<file path="src/glos_ram.sv">
// Generic single-write, single-read RAM with registered read data.
// No dependencies.
module glos_ram #(
    parameter int WIDTH = 8,
    parameter int DEPTH = 256
) (
    input  logic                     aclk,
    input  logic                     we,
    input  logic [$clog2(DEPTH)-1:0] waddr,
    input  logic [WIDTH-1:0]         wdata,
    input  logic [$clog2(DEPTH)-1:0] raddr,
    output logic [WIDTH-1:0]         rdata
);
    logic [WIDTH-1:0] mem [DEPTH];

    always_ff @(posedge aclk) begin
        if (we) begin
            mem[waddr] <= wdata;
        end
        rdata <= mem[raddr];
    end
endmodule

</file>
<file path="config.mk">
export PLATFORM = sky130hd
export DESIGN_NAME = glos_ram
export DESIGN_NICKNAME = d
export VERILOG_FILES = /design/src/glos_ram.sv
export SDC_FILE = /design/constraint.sdc
export NUM_CORES = 2
export LEC_CHECK = 0
export BUFFER_PORTS_ARGS = -buffer_cell sky130_fd_sc_hd__buf_2
export CORE_ASPECT_RATIO = 2
export CORE_MARGIN = 2
export CORE_UTILIZATION = 31
export DETAILED_ROUTE_END_ITERATION = 10
export GPL_ROUTABILITY_DRIVEN = 0
export PLACE_DENSITY = 0.55
export SETUP_SLACK_MARGIN = 0.05
export SYNTH_ARGS = -nofsm -noshare
export SYNTH_HDL_FRONTEND = slang
export SYNTH_SLANG_ARGS = --single-unit
</file>
<file path="constraint.sdc">
create_clock -name aclk -period 2 [get_ports aclk]
set_clock_uncertainty 0.05 [all_clocks]
set_input_delay 0.2 -clock aclk [delete_from_list [all_inputs] [get_ports aclk]]
set_output_delay 0.2 -clock aclk [all_outputs]
set_load 0.01 [all_outputs]
</file>
==> results_dict.tcl <==
set metrics [dict create \
    synth.avg_cell_area_um2 21.31 \
    crit_type "flip-flop to flip-flop" \
    drt_wl_total_um 233300 \
    post_cts_buffers 0 \
    antenna_found_initial 6 \
    seq_area_frac_synth_pct 77.50 \
    start_kind "flip-flop" \
    ys_ff_latch 2056 \
    maxSlewViolCount 0 \
    clkTransAtPathRegs_ns 0.07 \
    cts_sinks 2056 \
    wl_per_cell_um 29.25 \
    layout_min_cycle_time_ns 2.413 \
    timing.rr.start "mem[135][1]" \
    synth_cell_types 55 \
    yosysWarningCount 0 \
    drt-met1-wl_um 74930 \
    crit_arrival_ns 3.06 \
    min_path_type "primary input to flip-flop" \
    die_h_um 720.4 \
    initial_core_util_pct 31.08 \
    finalWorstSetupSlack_ns -0.4133 \
    maxSlewHeadroom_pct 34.15 \
    critPathMaxFanout 1 \
    cp-endpoint "rdata[1]" \
    layoutNonFillerInstCount 7978 \
    hold-worst-slack_ns 0.08024 \
    critPathCaptureType "flip-flop" \
    first_global_vias 43066 \
    grt_use_total_pct 17.73 \
    cap_violations 0 \
    tightest_slew_ns 0.9877 \
    grt-ovfl-total 0 \
    hold_viol_final 0 \
    design_area_mm2 0.09601 \
    fmax_mhz 414.4 \
    area_growth_pct 20.68 \
    ant_nets 0 \
    netlist_area_mm2 0.07956 \
    crit_required_ns 2.64 \
    route.detailed.drc 0 \
    core.rowCount 263 \
    fin_nets 4564 \
    r2r_end "rdata[1]" \
    setup-violations-final 8 \
    startpoint "mem[135][1]" \
    synth_edf_count 2048 \
    status "finished, violations left" \
    r2r_cells 7 \
    coreArea_mm2 0.2560 \
    violations "negative setup slack" \
    drt_iter0_markers 3320 \
    cts-root-buf "clkbuf_16" \
    ir_drop_v 0.0006806 \
    num_vias 40424 \
    postPlaceCellArea_mm2 0.09019 \
    grt_pass1_wl_um 327200 \
    die_area_mm2 0.2609 \
    finalCritPeriodShare_pct 120.7 \
    dp_hpwl_um 165900 \
    routed_via_density 5.067 \
    dp.cells 7673 \
    cts_tree "done" \
    htree_levels 4 \
    fill_cells 23287 \
    firstDrtPassIters 7 \
    dp_slack_ns -1.586 \
    reg2reg_slack_ns -0.41 \
    grt_max_degree 97 \
    num_io_pins 34 \
    topRoutingLayerUsed "met5" \
    hold_start "waddr[1]" \
    synthArstFlopShare_pct 0 \
    synthFlopType "edfxtp_1" \
    synth_nets 3759 \
    route.met3.wl_um 7818 \
    power-per-cell-area_mw_per_mm2 900.8 \
    rsz0062_at_grt "true" \
    drive_above_1_share_pct 35.11 \
    numCtsBuffers 168 \
    fp.dieW_um 362.2 \
    clock_path_buffers 4 \
    synth_cells 3733 \
    p_total_mw 86.49 \
    p_leak_nw 30.80 \
    clock_latency_ns 0.84 \
    portBuffers 33 \
    met2_length_um 134400 \
]
## layout by cell type, fill, tap and decap left out, types with 31 or more instances in the layout
cell type	instances
edfxtp_1	2048
buf_4	721
mux4_2	454
nor2_1	265
clkbuf_16	171
a22oi_1	132
mux2i_1	132
buf_12	107
a21oi_1	96
o221ai_1	44
nand2_1	33
nand3_1	33
clkbuf_1	31
## state kept, by name (all words and copies together) (netlist names)
name   count
mem     2048
rdata      8
## where the power goes
part	switching, mW	total (mW)	internal, mW	leakage [nW]
Sequential	0.0937	47.5	47.4	18.5
Combinational	3.38	5.67	2.29	9.76
Clock	15.4	33.3	17.8	2.57
## worst min path at each step
stage / cells past startpoint / endpoint / slack, ns
floorplan: 0 / mem[0][0] / 0.25
global placement: 1 / mem[241][3] / 0.57
detailed placement: 1 / mem[241][3] / 0.57
CTS: 5 / mem[207][5] / 0.03
global route: 5 / mem[207][5] / 0.08
finish: 5 / mem[207][5] / 0.08
## area by class of cell
cell class	count	area (um2)	area share (%)
sequential	2056	61660	64.22
antenna	7	17.52	0.01825
clock inverter	89	922.1	0.9605
clock buffer	202	4395	4.578
inverter	2	7.507	0.007819
multi-input combinational	1442	16960	17.67
tap	3312	4144	4.316
timing repair buffer	868	7900	8.229
## cells by family (layout without fill, tap and decap cells)
logic type             count (synthesis)  after routing  synth area share (%)
flip-flops                          2056           2056                 77.50
multiplexers                         591            591                 14.62
AND/OR/NAND/NOR                      466            466                 2.628
AO/OA/AOI/OAI                        385            385                 3.419
buffers and inverters                235           1161                 1.831
other                                  0              7                     0
## critical path, stage by stage, from the launching register on
cell and delay (ns):
edfxtp_1 0.36, mux4_2 0.52, mux4_2 0.61, nor2_4 0.20
a2111oi_4 0.05, nor3_2 0.24, buf_4 0.18, nor4_2 0.05
## synth_stat cells, types with 28 or more instances
cell      count  share of area (%)
nor2b_1      31               0.24
buf_2        31               0.20
o221ai_1     46               0.51
o22ai_1      28               0.22
nand2_1      33               0.16
a22oi_1     133                1.3
mux2i_1     134                1.7
mux4_2      454                 13
nand3_1      34               0.21
edfxtp_1   2048                 77
clkbuf_1    111               0.52
a21oi_1      96               0.60
nor2_1      282                1.3
## metrics by stage
stage               utilization, %  TNS (ns)
global placement             35.23    -12.97
global route                 37.50    -2.585
floorplan                        -    -45.30
finish                       37.50    -2.268
detailed placement           35.23    -12.51
CTS                          37.48    -2.595
## timing repair
item | 4_1_cts | 5_1_grt
pin swaps | 16 | 6
hold buffers | 8 | 0
endpoints found under the setup margin | 8 | 8
gates resized for setup | 63 | 7
hold endpoints to repair | 701 | 0
## layer usage
layer	up-vias	global-route usage, %
met2	1014	35.42
met3	401	1.715
met5	-	0
li1	17244	-
met4	4	10.47
met1	21761	17.25
Power figures use the tool's default switching activity.
